==> src/hdl/hirf_pkg.sv <==
// Shared types and constants of the HEVC IDR recovery block.
package hirf_pkg;

    // Item operation codes, also used as result kinds.
    localparam logic [1:0] OP_BYTE    = 2'd0;
    localparam logic [1:0] OP_TIMEOUT = 2'd1;
    localparam logic [1:0] OP_GAP     = 2'd2;

    // Recovery machine state codes.
    localparam logic [1:0] ST_WAIT_FIRST = 2'd0;
    localparam logic [1:0] ST_RUNNING    = 2'd1;
    localparam logic [1:0] ST_WAIT_IDR   = 2'd2;

    // Wait reason codes.
    localparam logic [1:0] WR_NONE    = 2'd0;
    localparam logic [1:0] WR_TIMEOUT = 2'd1;
    localparam logic [1:0] WR_PARSE   = 2'd2;
    localparam logic [1:0] WR_INVALID = 2'd3;

    // NAL unit types of interest.
    localparam logic [5:0] NAL_VPS         = 6'd32;
    localparam logic [5:0] NAL_SPS         = 6'd33;
    localparam logic [5:0] NAL_PPS         = 6'd34;
    localparam logic [5:0] NAL_IDR_W_RADL  = 6'd19;
    localparam logic [5:0] NAL_IDR_N_LP    = 6'd20;
    localparam logic [5:0] NAL_CRA         = 6'd21;

    // Bits of the seen-flags vector.
    localparam int SEEN_VPS  = 0;
    localparam int SEEN_SPS  = 1;
    localparam int SEEN_PPS  = 2;
    localparam int SEEN_IRAP = 3;
    localparam logic [3:0] SEEN_ALL = 4'hF;

    typedef struct packed {
        logic [1:0]  op;
        logic [7:0]  data_byte;
        logic        last_byte;
        logic        is_idr;
        logic        parse_ok;
        logic [31:0] seq_no;
    } t_in_item;

    typedef struct packed {
        logic [1:0] result_kind;
        logic       accepted;
        logic [1:0] fsm_state;
        logic [1:0] wait_reason;
        logic       idr_valid;
        logic [5:0] key_nal_type;
        logic       gap_found;
    } t_out_item;

    // Classified command passed from the scanner to the recovery machine.
    typedef struct packed {
        logic [1:0]  kind;
        logic        is_idr;
        logic        parse_ok;
        logic        idr_valid;
        logic [5:0]  key_nal_type;
        logic [31:0] seq_no;
    } t_cmd;

endpackage

==> src/hdl/hirf_stream_if.sv <==
// Valid/ready stream channel carrying one payload beat.
interface hirf_stream_if #(
    parameter type t_payload = logic
);
    logic     valid;
    logic     ready;
    t_payload payload;

    modport source (output valid, output payload, input ready);
    modport sink   (input valid, input payload, output ready);
endinterface

==> src/hdl/hirf_front.sv <==
// Front end: accepts item beats, scans length-prefixed NAL units, emits commands.
module hirf_front (
    input  logic              i_clk,
    input  logic              i_rst_n,
    hirf_stream_if.sink       i_item,
    input  logic              i_full,
    output logic              o_push,
    output hirf_pkg::t_cmd    o_cmd
);
    import hirf_pkg::*;

    logic [1:0]  r_prefix_count, n_prefix_count;
    logic [31:0] r_length_acc, n_length_acc;
    logic [31:0] r_nal_remaining, n_nal_remaining;
    logic        r_in_payload, n_in_payload;
    logic [5:0]  r_pending_type, n_pending_type;
    logic        r_scan_stopped, n_scan_stopped;
    logic [3:0]  r_seen_flags, n_seen_flags;
    logic [5:0]  r_key_type, n_key_type;

    t_in_item    item;
    logic        accept;
    logic        is_byte;

    assign item    = i_item.payload;
    assign i_item.ready = !i_full;
    assign accept  = i_item.valid && !i_full;
    assign is_byte = (item.op == OP_BYTE);

    always_comb begin
        n_prefix_count  = r_prefix_count;
        n_length_acc    = r_length_acc;
        n_nal_remaining = r_nal_remaining;
        n_in_payload    = r_in_payload;
        n_pending_type  = r_pending_type;
        n_scan_stopped  = r_scan_stopped;
        n_seen_flags    = r_seen_flags;
        n_key_type      = r_key_type;
        if (!r_scan_stopped) begin
            if (!r_in_payload) begin
                n_length_acc = {r_length_acc[23:0], item.data_byte};
                if (r_prefix_count == 2'd3) begin
                    n_prefix_count = 2'd0;
                    if (n_length_acc == 32'd0) begin
                        n_scan_stopped = 1'b1;
                    end else begin
                        n_nal_remaining = n_length_acc;
                        n_in_payload    = 1'b1;
                    end
                end else begin
                    n_prefix_count = r_prefix_count + 2'd1;
                end
            end else begin
                if (r_nal_remaining == r_length_acc) begin
                    n_pending_type = item.data_byte[6:1];
                end
                n_nal_remaining = r_nal_remaining - 32'd1;
                if (n_nal_remaining == 32'd0) begin
                    n_in_payload = 1'b0;
                    n_length_acc = 32'd0;
                    if (n_pending_type == NAL_VPS) begin
                        n_seen_flags[SEEN_VPS] = 1'b1;
                    end else if (n_pending_type == NAL_SPS) begin
                        n_seen_flags[SEEN_SPS] = 1'b1;
                    end else if (n_pending_type == NAL_PPS) begin
                        n_seen_flags[SEEN_PPS] = 1'b1;
                    end else if (n_pending_type == NAL_IDR_W_RADL ||
                                 n_pending_type == NAL_IDR_N_LP ||
                                 n_pending_type == NAL_CRA) begin
                        n_seen_flags[SEEN_IRAP] = 1'b1;
                        n_key_type = n_pending_type;
                    end
                end
            end
        end
    end

    // Build the command; scan results count only on an AU's final beat.
    always_comb begin
        o_cmd.kind         = item.op;
        o_cmd.is_idr       = item.is_idr;
        o_cmd.parse_ok     = item.parse_ok;
        o_cmd.seq_no       = item.seq_no;
        o_cmd.idr_valid    = 1'b0;
        o_cmd.key_nal_type = 6'd0;
        if (is_byte) begin
            o_cmd.idr_valid    = (n_seen_flags == SEEN_ALL);
            o_cmd.key_nal_type = n_key_type;
        end
        o_push = 1'b0;
        case (item.op)
            OP_BYTE:    o_push = accept && item.last_byte;
            OP_TIMEOUT: o_push = accept;
            OP_GAP:     o_push = accept;
            default:    o_push = 1'b0;
        endcase
    end

    always_ff @(posedge i_clk) begin
        if (!i_rst_n) begin
            r_prefix_count  <= 2'd0;
            r_length_acc    <= 32'd0;
            r_nal_remaining <= 32'd0;
            r_in_payload    <= 1'b0;
            r_pending_type  <= 6'd0;
            r_scan_stopped  <= 1'b0;
            r_seen_flags    <= 4'd0;
            r_key_type      <= 6'd0;
        end else if (accept && is_byte) begin
            if (item.last_byte) begin
                r_prefix_count  <= 2'd0;
                r_length_acc    <= 32'd0;
                r_nal_remaining <= 32'd0;
                r_in_payload    <= 1'b0;
                r_pending_type  <= 6'd0;
                r_scan_stopped  <= 1'b0;
                r_seen_flags    <= 4'd0;
                r_key_type      <= 6'd0;
            end else begin
                r_prefix_count  <= n_prefix_count;
                r_length_acc    <= n_length_acc;
                r_nal_remaining <= n_nal_remaining;
                r_in_payload    <= n_in_payload;
                r_pending_type  <= n_pending_type;
                r_scan_stopped  <= n_scan_stopped;
                r_seen_flags    <= n_seen_flags;
                r_key_type      <= n_key_type;
            end
        end
    end
endmodule

==> src/hdl/hirf_queue.sv <==
// Short command queue between the scanner and the recovery machine.
module hirf_queue #(
    parameter int DEPTH = 4
) (
    input  logic           i_clk,
    input  logic           i_rst_n,
    input  logic           i_push,
    input  hirf_pkg::t_cmd i_cmd,
    input  logic           i_pop,
    output hirf_pkg::t_cmd o_cmd,
    output logic           o_empty,
    output logic           o_full
);
    import hirf_pkg::*;

    localparam int PTR_W = (DEPTH > 1) ? $clog2(DEPTH) : 1;
    localparam int CNT_W = $clog2(DEPTH + 1);

    t_cmd             r_mem [DEPTH];
    logic [PTR_W-1:0] r_wr_ptr, r_rd_ptr;
    logic [CNT_W-1:0] r_count;
    logic             do_push, do_pop;

    assign o_empty = (r_count == CNT_W'(0));
    assign o_full  = (r_count == CNT_W'(DEPTH));
    assign o_cmd   = r_mem[r_rd_ptr];
    assign do_push = i_push && !o_full;
    assign do_pop  = i_pop && !o_empty;

    always_ff @(posedge i_clk) begin
        if (do_push) begin
            r_mem[r_wr_ptr] <= i_cmd;
        end
    end

    always_ff @(posedge i_clk) begin
        if (!i_rst_n) begin
            r_wr_ptr <= '0;
            r_rd_ptr <= '0;
            r_count  <= '0;
        end else begin
            if (do_push) begin
                r_wr_ptr <= (r_wr_ptr == PTR_W'(DEPTH - 1)) ? '0 : r_wr_ptr + 1'b1;
            end
            if (do_pop) begin
                r_rd_ptr <= (r_rd_ptr == PTR_W'(DEPTH - 1)) ? '0 : r_rd_ptr + 1'b1;
            end
            if (do_push && !do_pop) begin
                r_count <= r_count + 1'b1;
            end else if (do_pop && !do_push) begin
                r_count <= r_count - 1'b1;
            end
        end
    end
endmodule

==> src/hdl/hirf_back.sv <==
// Back end: recovery state machine, sequence tracking and result register.
module hirf_back (
    input  logic           i_clk,
    input  logic           i_rst_n,
    input  hirf_pkg::t_cmd i_cmd,
    input  logic           i_empty,
    output logic           o_pop,
    hirf_stream_if.source  o_result
);
    import hirf_pkg::*;

    typedef enum logic [1:0] {
        S_WAIT_FIRST = ST_WAIT_FIRST,
        S_RUNNING    = ST_RUNNING,
        S_WAIT_IDR   = ST_WAIT_IDR
    } t_state;

    t_state      r_state, n_state;
    logic [1:0]  r_reason, n_reason;
    logic [31:0] r_last_seq, n_last_seq;
    logic        r_have_last, n_have_last;
    t_out_item   r_out, n_out;
    logic        r_out_valid;
    logic        n_accepted;
    logic [31:0] diff;

    assign o_pop            = !i_empty && (!r_out_valid || o_result.ready);
    assign o_result.valid   = r_out_valid;
    assign o_result.payload = r_out;
    assign diff             = i_cmd.seq_no - (r_last_seq + 32'd1);

    always_comb begin
        n_state     = r_state;
        n_reason    = r_reason;
        n_last_seq  = r_last_seq;
        n_have_last = r_have_last;
        n_accepted  = 1'b0;
        case (i_cmd.kind)
            OP_BYTE: begin
                if (r_state == S_RUNNING) begin
                    if (i_cmd.is_idr && i_cmd.parse_ok && !i_cmd.idr_valid) begin
                        n_state  = S_WAIT_IDR;
                        n_reason = WR_INVALID;
                    end else if (!i_cmd.parse_ok) begin
                        n_state  = S_WAIT_IDR;
                        n_reason = WR_PARSE;
                    end else begin
                        n_have_last = 1'b1;
                        n_last_seq  = i_cmd.seq_no;
                        n_accepted  = 1'b1;
                    end
                end else if (i_cmd.is_idr && i_cmd.parse_ok && i_cmd.idr_valid) begin
                    n_state     = S_RUNNING;
                    n_reason    = WR_NONE;
                    n_have_last = 1'b1;
                    n_last_seq  = i_cmd.seq_no;
                    n_accepted  = 1'b1;
                end
            end
            OP_TIMEOUT: begin
                if (r_state == S_RUNNING) begin
                    n_state  = S_WAIT_IDR;
                    n_reason = WR_TIMEOUT;
                end
            end
            default: ;
        endcase

        n_out.result_kind  = i_cmd.kind;
        n_out.accepted     = n_accepted;
        n_out.fsm_state    = n_state;
        n_out.wait_reason  = n_reason;
        n_out.idr_valid    = i_cmd.idr_valid;
        n_out.key_nal_type = i_cmd.key_nal_type;
        n_out.gap_found    = (i_cmd.kind == OP_GAP) && r_have_last &&
                             (diff != 32'd0) && !diff[31];
    end

    always_ff @(posedge i_clk) begin
        if (!i_rst_n) begin
            r_state     <= S_WAIT_FIRST;
            r_reason    <= WR_NONE;
            r_last_seq  <= 32'd0;
            r_have_last <= 1'b0;
            r_out_valid <= 1'b0;
        end else begin
            if (o_pop) begin
                r_state     <= n_state;
                r_reason    <= n_reason;
                r_last_seq  <= n_last_seq;
                r_have_last <= n_have_last;
                r_out       <= n_out;
                r_out_valid <= 1'b1;
            end else if (o_result.ready) begin
                r_out_valid <= 1'b0;
            end
        end
    end
endmodule

==> src/hdl/hevc_idr_recovery_fsm.sv <==
// HEVC IDR recovery block: NAL scanner, command queue and recovery machine.
//
// Item beats arrive on i_item: AU bytes (op 0), AU timeout events (op 1) and
// frame sequence gap queries (op 2); op 3 beats are taken and dropped. The
// front end walks the AU's 4-byte big-endian length prefixes and NAL
// payloads one byte a cycle, marking VPS, SPS, PPS and IRAP slices only once
// a NAL's full declared length has arrived; a zero length halts the scan for
// the rest of the AU. Each AU's final byte, each timeout and each gap query
// becomes a command in a QUEUE_DEPTH-entry queue. The back end pops one
// command a cycle unless o_result stalls, steps the first-key wait /
// running / key wait machine, records the last accepted frame sequence
// number and loads a result register, which presents one beat on o_result.
// Mid-AU bytes give no result. Throughput is one beat per cycle each way
// while neither side stalls; a command is held in the queue, then in the
// result register. The scanner's 32-bit remaining-length decrement and
// compare, and the back end's 32-bit sequence subtract, set the cycle time.
// The queue absorbs output stalls: i_item.ready drops only when the queue
// is full, and bytes in the middle of an AU never fill it.
module hevc_idr_recovery_fsm #(
    parameter int QUEUE_DEPTH = 4
) (
    input  logic          i_clk,
    input  logic          i_rst_n,
    hirf_stream_if.sink   i_item,
    hirf_stream_if.source o_result
);
    import hirf_pkg::*;

    t_cmd front_cmd;
    t_cmd head_cmd;
    logic push;
    logic pop;
    logic q_empty;
    logic q_full;

    // Scan and classify incoming beats.
    hirf_front u_front (
        .i_clk   (i_clk),
        .i_rst_n (i_rst_n),
        .i_item  (i_item),
        .i_full  (q_full),
        .o_push  (push),
        .o_cmd   (front_cmd)
    );

    // Hold commands while the result side stalls.
    hirf_queue #(
        .DEPTH (QUEUE_DEPTH)
    ) u_queue (
        .i_clk   (i_clk),
        .i_rst_n (i_rst_n),
        .i_push  (push),
        .i_cmd   (front_cmd),
        .i_pop   (pop),
        .o_cmd   (head_cmd),
        .o_empty (q_empty),
        .o_full  (q_full)
    );

    // Advance the recovery machine and drive the result beat.
    hirf_back u_back (
        .i_clk    (i_clk),
        .i_rst_n  (i_rst_n),
        .i_cmd    (head_cmd),
        .i_empty  (q_empty),
        .o_pop    (pop),
        .o_result (o_result)
    );
endmodule

==> src/flat_wrapper.sv <==
// flat-port wrapper written by rule: the top's interface ports become plain ports
module hevc_idr_recovery_fsm_flat import hirf_pkg::*;
#(
    parameter int QUEUE_DEPTH = 4
)
  (i_clk, i_rst_n, i_item_valid, i_item_payload, i_item_ready, o_result_valid, o_result_payload, o_result_ready);
  hirf_stream_if #(.t_payload(t_in_item)) i_item_i ();
  hirf_stream_if #(.t_payload(t_out_item)) o_result_i ();
  input  logic i_clk;
  input  logic i_rst_n;
  input wire logic [$bits(i_item_i.valid)-1:0] i_item_valid;
  input wire logic [$bits(i_item_i.payload)-1:0] i_item_payload;
  output wire logic [$bits(i_item_i.ready)-1:0] i_item_ready;
  output wire logic [$bits(o_result_i.valid)-1:0] o_result_valid;
  output wire logic [$bits(o_result_i.payload)-1:0] o_result_payload;
  input wire logic [$bits(o_result_i.ready)-1:0] o_result_ready;
  assign i_item_i.valid = i_item_valid;
  assign i_item_i.payload = i_item_payload;
  assign i_item_ready = i_item_i.ready;
  assign o_result_valid = o_result_i.valid;
  assign o_result_payload = o_result_i.payload;
  assign o_result_i.ready = o_result_ready;
  hevc_idr_recovery_fsm #(.QUEUE_DEPTH(QUEUE_DEPTH)) u_core (.i_clk(i_clk), .i_rst_n(i_rst_n), .i_item(i_item_i), .o_result(o_result_i));
endmodule
==> config.mk <==
export PLATFORM = sky130hd
export DESIGN_NAME = hevc_idr_recovery_fsm_flat
export DESIGN_NICKNAME = d
export VERILOG_FILES = /design/src/hdl/hirf_pkg.sv /design/src/hdl/hirf_stream_if.sv /design/src/hdl/hirf_front.sv /design/src/hdl/hirf_queue.sv /design/src/hdl/hirf_back.sv /design/src/hdl/hevc_idr_recovery_fsm.sv /design/src/flat_wrapper.sv
export SDC_FILE = /design/constraint.sdc
export NUM_CORES = 1
export LEC_CHECK = 0
export ABC_AREA = 0
export BUFFER_PORTS_ARGS = -buffer_cell sky130_fd_sc_hd__buf_2
export CAP_MARGIN = 10
export CORE_UTILIZATION = 44
export DETAILED_ROUTE_END_ITERATION = 6
export GPL_ROUTABILITY_DRIVEN = 0
export GPL_TIMING_DRIVEN = 0
export SYNTH_ARGS = -nofsm -noshare
export SYNTH_HDL_FRONTEND = slang
export SYNTH_SLANG_ARGS = --single-unit
==> constraint.sdc <==
create_clock -name i_clk -period 6.75 [get_ports i_clk]
set_input_delay 0.3375 -clock i_clk [delete_from_list [all_inputs] [get_ports i_clk]]
set_output_delay 0.3375 -clock i_clk [all_outputs]
set_load 0.01 [all_outputs]
==> flow_summary_export.csv, run 1 <==
group,metric,value,unit
logic_synthesis,ys_seq_area_share,50.9,%
sta,setup_tns,0,ns
route,drt-total-wl,43100,um
sta,hold_viol_final,0,
power,p_per_area,345,mW/mm2
route,antenna_left,0,
global_route,antenna_found_initial,2,
logic_synthesis,syn_avg_cell_area,10.8,um2
power,peakVddDrop,0.000219,V
sta,worst_pin_slew,1.06,ns
placement,portBuffers,64,
logic_synthesis,syn_inst,1493,
logic_synthesis,synth_edf_count,187,
flow_run,maxCapViolations,0,
power,power.leakage,6.79,nW
finish,fill_cells,3207,
sta,fin_crit_sh,90.5,%
worst_setup_path,crit_type,"reg -> reg",
sta,period_minus_slack,6.11,ns
finish,ff_latch_area,0.00824,mm2
logic_synthesis,synth-async-reset-ratio,0,%
logic_synthesis,synth_flop_cell,"edfxtp_1",
clock_tree,clockBufferDepth,3,
logic_synthesis,yosysWarningCount,0,
clock_tree,cts_tree,"yes",
sta,max_clock_freq,164,MHz
route,wl_per_cell,20.4,um
floorplanning,dieArea,0.0376,mm2
clock_tree,cts_root_buf,"clkbuf_16",
route,drt_iter0_drc,840,
sta,rsz0062_at_grt,"no",
finish,area_growth,14.9,%
logic_synthesis,syn-cell-area,0.0162,mm2
clock_tree,cts.clk_slew.worst_paths,0.06,ns
clock_tree,ctsHtreeMaxLevel,2,
finish,layout-drive-gt1-share,12.5,%
route,dr.pass1.iters,5,
worst_setup_path,worst-path-max-fanout,10,
sta,drv_slew,0,
logic_synthesis,ys_ff_latch,318,
finish,layout.nets,1718,
clock_tree,clkLatencyLatePin,0.56,ns
floorplanning,die_y,194,um
worst_setup_path,worstPathRequired,7.04,ns
placement,place_area,0.0172,mm2
route,num_vias,12200,
floorplanning,fp.dieW,194,um
clock_tree,cts_sinks,318,
global_route,grt_usage,23.0,%
global_route,grt_max_degree,29,
sta,setup_viol_count_final,0,
global_route,grt_pass1_wl,67500,um
route,drc_errors,0,
worst_setup_path,worstPathArrival,6.40,ns
finish,multi_input_area,0.00728,mm2
power,power,6.42,mW
clock_tree,postCtsSetupBuffers,0,
outcome,outcome,"complete, no violations",
finish,fin_area,0.0186,mm2
global_route,first_global_vias,11900,
floorplanning,core_region_area,0.0359,mm2
worst_setup_path,setup.worst_path.start_class,"flip-flop",
min_path,min_path_type,"in -> reg",
logic_synthesis,yosysUniqueCellTypes,86,
global_route,grt_overflow,0,
floorplanning,start_util,45.1,%
floorplanning,num_rows,69,
placement,hpwl,30700,um
route,viasPerCell,5.76,
clock_tree,numCtsBuffers,36,
sta,skew,0.0282,ns
sta,slew_headroom,28.9,%
worst_setup_path,crit_path_end_kind,"flip-flop",
floorplanning,pin_count,66,
logic_synthesis,postSynthNetCount,1586,
-- worst max-delay path: stages (launching register included) --
cell and delay (ns):
dfxtp_1 0.30, clkbuf_1 0.38, clkbuf_1 0.63, clkbuf_1 0.57, mux4_2 0.46, ha_1 0.29, clkbuf_1 0.37, nand4_1 0.39
or3_1 0.45, a21o_1 0.20, a21boi_0 0.39, a311o_1 0.24, o2111ai_1 0.10, or4_1 0.43, nor4_1 0.54, nor2b_1 0.09
-- cell usage in the layout (no fill, tap or decap), types with 15 or more instances in the layout --
cell type,n
nand3_1,51
mux2i_1,53
nor2b_1,64
clkbuf_16,36
o21ai_0,105
edfxtp_1,187
nor2_1,79
a21boi_0,15
a21oi_1,78
o21a_1,15
dlygate4sd3_1,26
clkbuf_1,87
ha_1,42
nor4_1,29
buf_2,74
inv_1,67
nand4_1,21
nand2_1,98
and2_1,31
mux4_2,43
nor3_1,31
dfxtp_1,131
xor2_1,40
-- where the power goes --
part,internal (mW),switching (mW),total [mW],leakage (nW)
combinational,0.906,1.37,2.27,3.45
clock,1.11,0.807,1.91,0.556
sequential,2.18,0.0513,2.23,2.78
-- metal layers --
| metal | up-vias | routed length [um] | GRT usage, % |
|---|---|---|---|
| met2 | 426 | 18700 | 34.3 |
| met3 | 75 | 3190 | 5.17 |
| met1 | 5879 | 20000 | 32.9 |
| met5 | - | 0 | 0 |
| met4 | 0 | 1180 | 7.64 |
| li1 | 5810 | - | - |
-- synthesized netlist by cell type (5+ instances only) --
cell type | number | area, um2
a21boi_0 | 15 | 113
edfxtp_1 | 187 | 5620
mux2i_1 | 53 | 531
nand2b_1 | 11 | 68.8
dfxtp_1 | 131 | 2620
mux4_2 | 43 | 968
nand3_1 | 51 | 255
buf_1 | 7 | 26.3
clkbuf_1 | 72 | 270
nor4b_1 | 6 | 52.6
and2_1 | 35 | 219
a31oi_1 | 14 | 87.6
nor2_1 | 79 | 297
buf_6 | 5 | 56.3
xor2_1 | 40 | 350
a211oi_1 | 9 | 67.6
or3_1 | 11 | 68.8
o211ai_1 | 8 | 60.1
nor4_1 | 29 | 181
xnor2_1 | 12 | 105
nand4b_1 | 6 | 52.6
nor3b_1 | 5 | 37.5
nor3_1 | 31 | 155
a21oi_1 | 78 | 390
a2111oi_0 | 9 | 78.8
and3_1 | 12 | 75.1
a22oi_1 | 8 | 60.1
nor2b_1 | 64 | 400
buf_2 | 10 | 50.1
o21a_1 | 15 | 113
a21o_1 | 6 | 45.0
inv_1 | 67 | 251
nand4_1 | 21 | 131
nand2_1 | 98 | 368
o22ai_1 | 5 | 31.3
o21ai_0 | 105 | 526
or4_1 | 6 | 45.0
ha_1 | 42 | 526
-- what timing repair did --
item / 4_1_cts / 5_1_grt
resized for setup: 0 / 6
setup endpoints to repair: 0 / 1
hold buffers: 26 / 0
hold endpoints to repair: 95 / 0
-- flip-flops by register name, summed over array words and instances, names as in the netlist, 3 cells and up, named ones only --
signal and flops:
u_core.u_back.r_last_seq 32, u_core.u_front.r_nal_remaining 32, u_core.u_front.r_seen_flags 4, u_core.u_front.r_pending_type 6, u_core.u_back.o_result.payload 15, u_core.u_front.r_key_type 6, u_core.u_queue.r_mem 172, u_core.u_queue.r_count 3
u_core.u_front.r_length_acc 32
-- through the flow --
step           cells  utilization, %  setup slack [ns]  hold WS (ns)
2_1_floorplan   1493               -              1.67         0.405
3_3_place_gp    2018            47.6            0.0886         0.417
3_5_place_dp    2022            47.8            0.0792         0.419
4_1_cts         2114            51.8            0.0605       0.00166
5_1_grt         2115            51.8             0.202        0.0116
6_report        2117            51.8             0.643        0.0231
-- final timing paths --
kind,slack (ns),start,to,depth (start not counted)
min reg2reg,0.43,u_core.u_front.r_key_type[5],u_core.u_front.r_key_type[5],2
min,0.02,i_item_payload[5],u_core.u_queue.r_mem[2][5],1
max reg2reg,0.64,flip-flop,u_core.u_back.o_result.payload[0],15
max,0.64,flip-flop,u_core.u_back.o_result.payload[0],15
-- cell families (layout without fill, tap and decap cells) --
| family | count (synthesis) | after routing | share of synthesized area [%] |
|---|---|---|---|
| flip-flops | 318 | 318 | 50.9 |
| other | 0 | 3 | 0 |
| AO/OA/AOI/OAI | 328 | 328 | 12.9 |
| multiplexers | 99 | 99 | 9.47 |
| XOR/XNOR | 52 | 52 | 2.81 |
| buffers and inverters | 164 | 324 | 4.14 |
| adder cells (fa/ha/maj) | 44 | 44 | 3.49 |
| AND/OR/NAND/NOR | 488 | 488 | 16.3 |
-- layout make-up --
cell class	count	share of cell area, %
flip-flops and latches	318	44.3
multi-input cells	1011	39.2
clock buffers	53	5.29
repair buffers	94	3.55
well taps	461	3.10
plain buffers	96	2.25
inverters	68	1.37
clock inverters	13	0.942
diodes	3	0.0404
(Power assumes the default switching activity.)
==> run 2: changes to the inputs <==
- CORE_ASPECT_RATIO: not set -> 1.5
- RECOVER_POWER: not set -> 50
==> run 2 against run 1 <==
Effect of this change: the flow now finishes with violations (max-capacitance violations, max-slew violations); hold slack better by 0.038 ns; highest routed layer unchanged; first-iteration DRC count fell by 6.8%; clock-buffer cell count down 7; combinational power about the same; critical path depth is the same; non-clock buffer count grew 8; die area about the same; global-route usage increased by 0.65 points; via count is essentially flat; power is 1.9% lower; fmax fell by 0.45%; largest cell class unchanged; clock skew shrank 0.0066 ns.
==> flow_summary_export.csv, run 2 (synthesis gave the netlist of run 1 again) <==
group,metric,value,unit
outcome,outcome,"complete, but fails checks",
outcome,violations,"max-capacitance violations, max-slew violations",
worst_setup_path,worstPathRequired,7.04,ns
finish,layout.nets,1721,
sta,hold_viol_final,0,
clock_tree,clkLatencyLatePin,0.58,ns
finish,final_util,51.5,%
global_route,grt_max_degree,26,
power,p_per_area,339,mW/mm2
global_route,antenna_found_initial,1,
route,num_vias,12200,
sta,setup_tns,0,ns
route,drt-total-wl,43400,um
worst_setup_path,worst-path-max-fanout,10,
floorplanning,pin_count,66,
route,viasPerCell,5.72,
route,dr.pass1.iters,5,
sta,rsz0062_at_grt,"no",
global_route,grt_usage,23.6,%
clock_tree,ctsHtreeMaxLevel,1,
clock_tree,cts_root_buf,"clkbuf_16",
route,antenna_left,0,
power,power,6.30,mW
finish,fin_area,0.0186,mm2
floorplanning,dieArea,0.0376,mm2
power,peakVddDrop,0.000230,V
finish,largest_reg_flops,172,
floorplanning,num_rows,85,
floorplanning,core_region_area,0.0361,mm2
sta,worst_pin_slew,1.68,ns
placement,portBuffers,64,
worst_setup_path,worstPathArrival,6.43,ns
clock_tree,clockBufferDepth,3,
route,wl_per_cell,20.4,um
global_route,grt_overflow,0,
sta,drv_slew,76,
global_route,grt_pass1_wl,67800,um
flow_run,maxCapViolations,4,
min_path,min_path_type,"in -> reg",
global_route,first_global_vias,12400,
finish,final_common_cell,"edfxtp_1",
sta,skew,0.0217,ns
clock_tree,cts_tree,"yes",
finish,num_antenna_cells,0,
worst_setup_path,crit_path_end_kind,"flip-flop",
sta,period_minus_slack,6.13,ns
clock_tree,cts_sinks,318,
placement,hpwl,31900,um
finish,layout-drive-gt1-share,9.20,%
clock_tree,numCtsBuffers,31,
finish,top_register,"u_core.u_queue.r_mem",
finish,fill_cells,3242,
placement,place_area,0.0172,mm2
sta,max_clock_freq,163,MHz
finish,area_growth,14.6,%
sta,setup_viol_count_final,0,
clock_tree,postCtsSetupBuffers,0,
power,power.leakage,6.64,nW
floorplanning,fp.dieW,159,um
sta,slew_headroom,-12.2,%
worst_setup_path,crit_type,"reg -> reg",
floorplanning,start_util,44.9,%
sta,holdWs,0.0613,ns
finish,final_cell_mix,"187 x edfxtp_1, 131 x dfxtp_1, 130 x clkbuf_1",
route,drt_iter0_drc,783,
floorplanning,die_y,237,um
worst_setup_path,setup.worst_path.start_class,"flip-flop",
route,drc_errors,0,
sta,fin_crit_sh,90.9,%
clock_tree,cts.clk_slew.worst_paths,0.06,ns
==> run 2: metrics by stage <==
step	std cells	worst slack, ns
final	2131	0.616
after global routing	2131	0.188
after CTS	2131	0.0196
after detailed placement	2039	-0.00387
after global placement	2035	-0.0159
after floorplan	1493	1.67
==> run 2: path summary, 6_finish.rpt <==
check        cells after the start  slack [ns]                         start                                end
max                             15        0.62                     flip-flop  u_core.u_back.o_result.payload[0]
min                              3        0.06            i_item_payload[35]     u_core.u_front.r_length_acc[0]
max reg2reg                     15        0.62                     flip-flop  u_core.u_back.o_result.payload[0]
min reg2reg                      2        0.43  u_core.u_front.r_key_type[5]       u_core.u_front.r_key_type[5]
==> run 2: power by group <==
group / total (mW) / switching, mW / internal (mW)
logic: 2.26 / 1.36 / 0.899
clock network: 1.81 / 0.753 / 1.06
registers: 2.23 / 0.0490 / 2.18
==> run 2: what timing repair did <==
action | CTS | global route
gates cloned | 0 | 0
resized for setup | 3 | 5
hold endpoints to repair | 134 | 0
endpoints found under the setup margin | 1 | 1
hold buffers | 34 | 0
==> run 2: cell type report <==
type | count | area [um2] | share of cell area, %
Inverter | 68 | 255 | 1.38
Tap cell | 478 | 598 | 3.22
Multi-Input combinational cell | 1011 | 7280 | 39.2
Buffer | 96 | 427 | 2.30
Clock buffer | 46 | 955 | 5.15
Clock inverter | 12 | 129 | 0.695
Sequential cell | 318 | 8240 | 44.4
Timing Repair Buffer | 102 | 674 | 3.64
==> run 2: routing by layer <==
layer / global-route usage, % / vias to the layer above / part of all wire, %
met5: 0 / - / 0
met4: 13.9 / 0 / 6.1
met3: 2.87 / 156 / 4.4
met2: 43.7 / 367 / 53
met1: 25.2 / 5857 / 37
li1: - / 5801 / -
==> run 2: critical path, stage by stage (launching register included) <==
cell	delay, ns
dfxtp_1	0.30
clkbuf_1	0.44
clkbuf_2	0.44
clkdlybuf4s15_2	0.52
mux4_2	0.61
ha_1	0.29
clkbuf_1	0.35
nand4_1	0.38
or3_1	0.44
a21o_1	0.20
a21boi_0	0.39
a31oi_1	0.19
a311oi_1	0.36
mux2i_1	0.20
nor4_1	0.64
nor2b_1	0.10
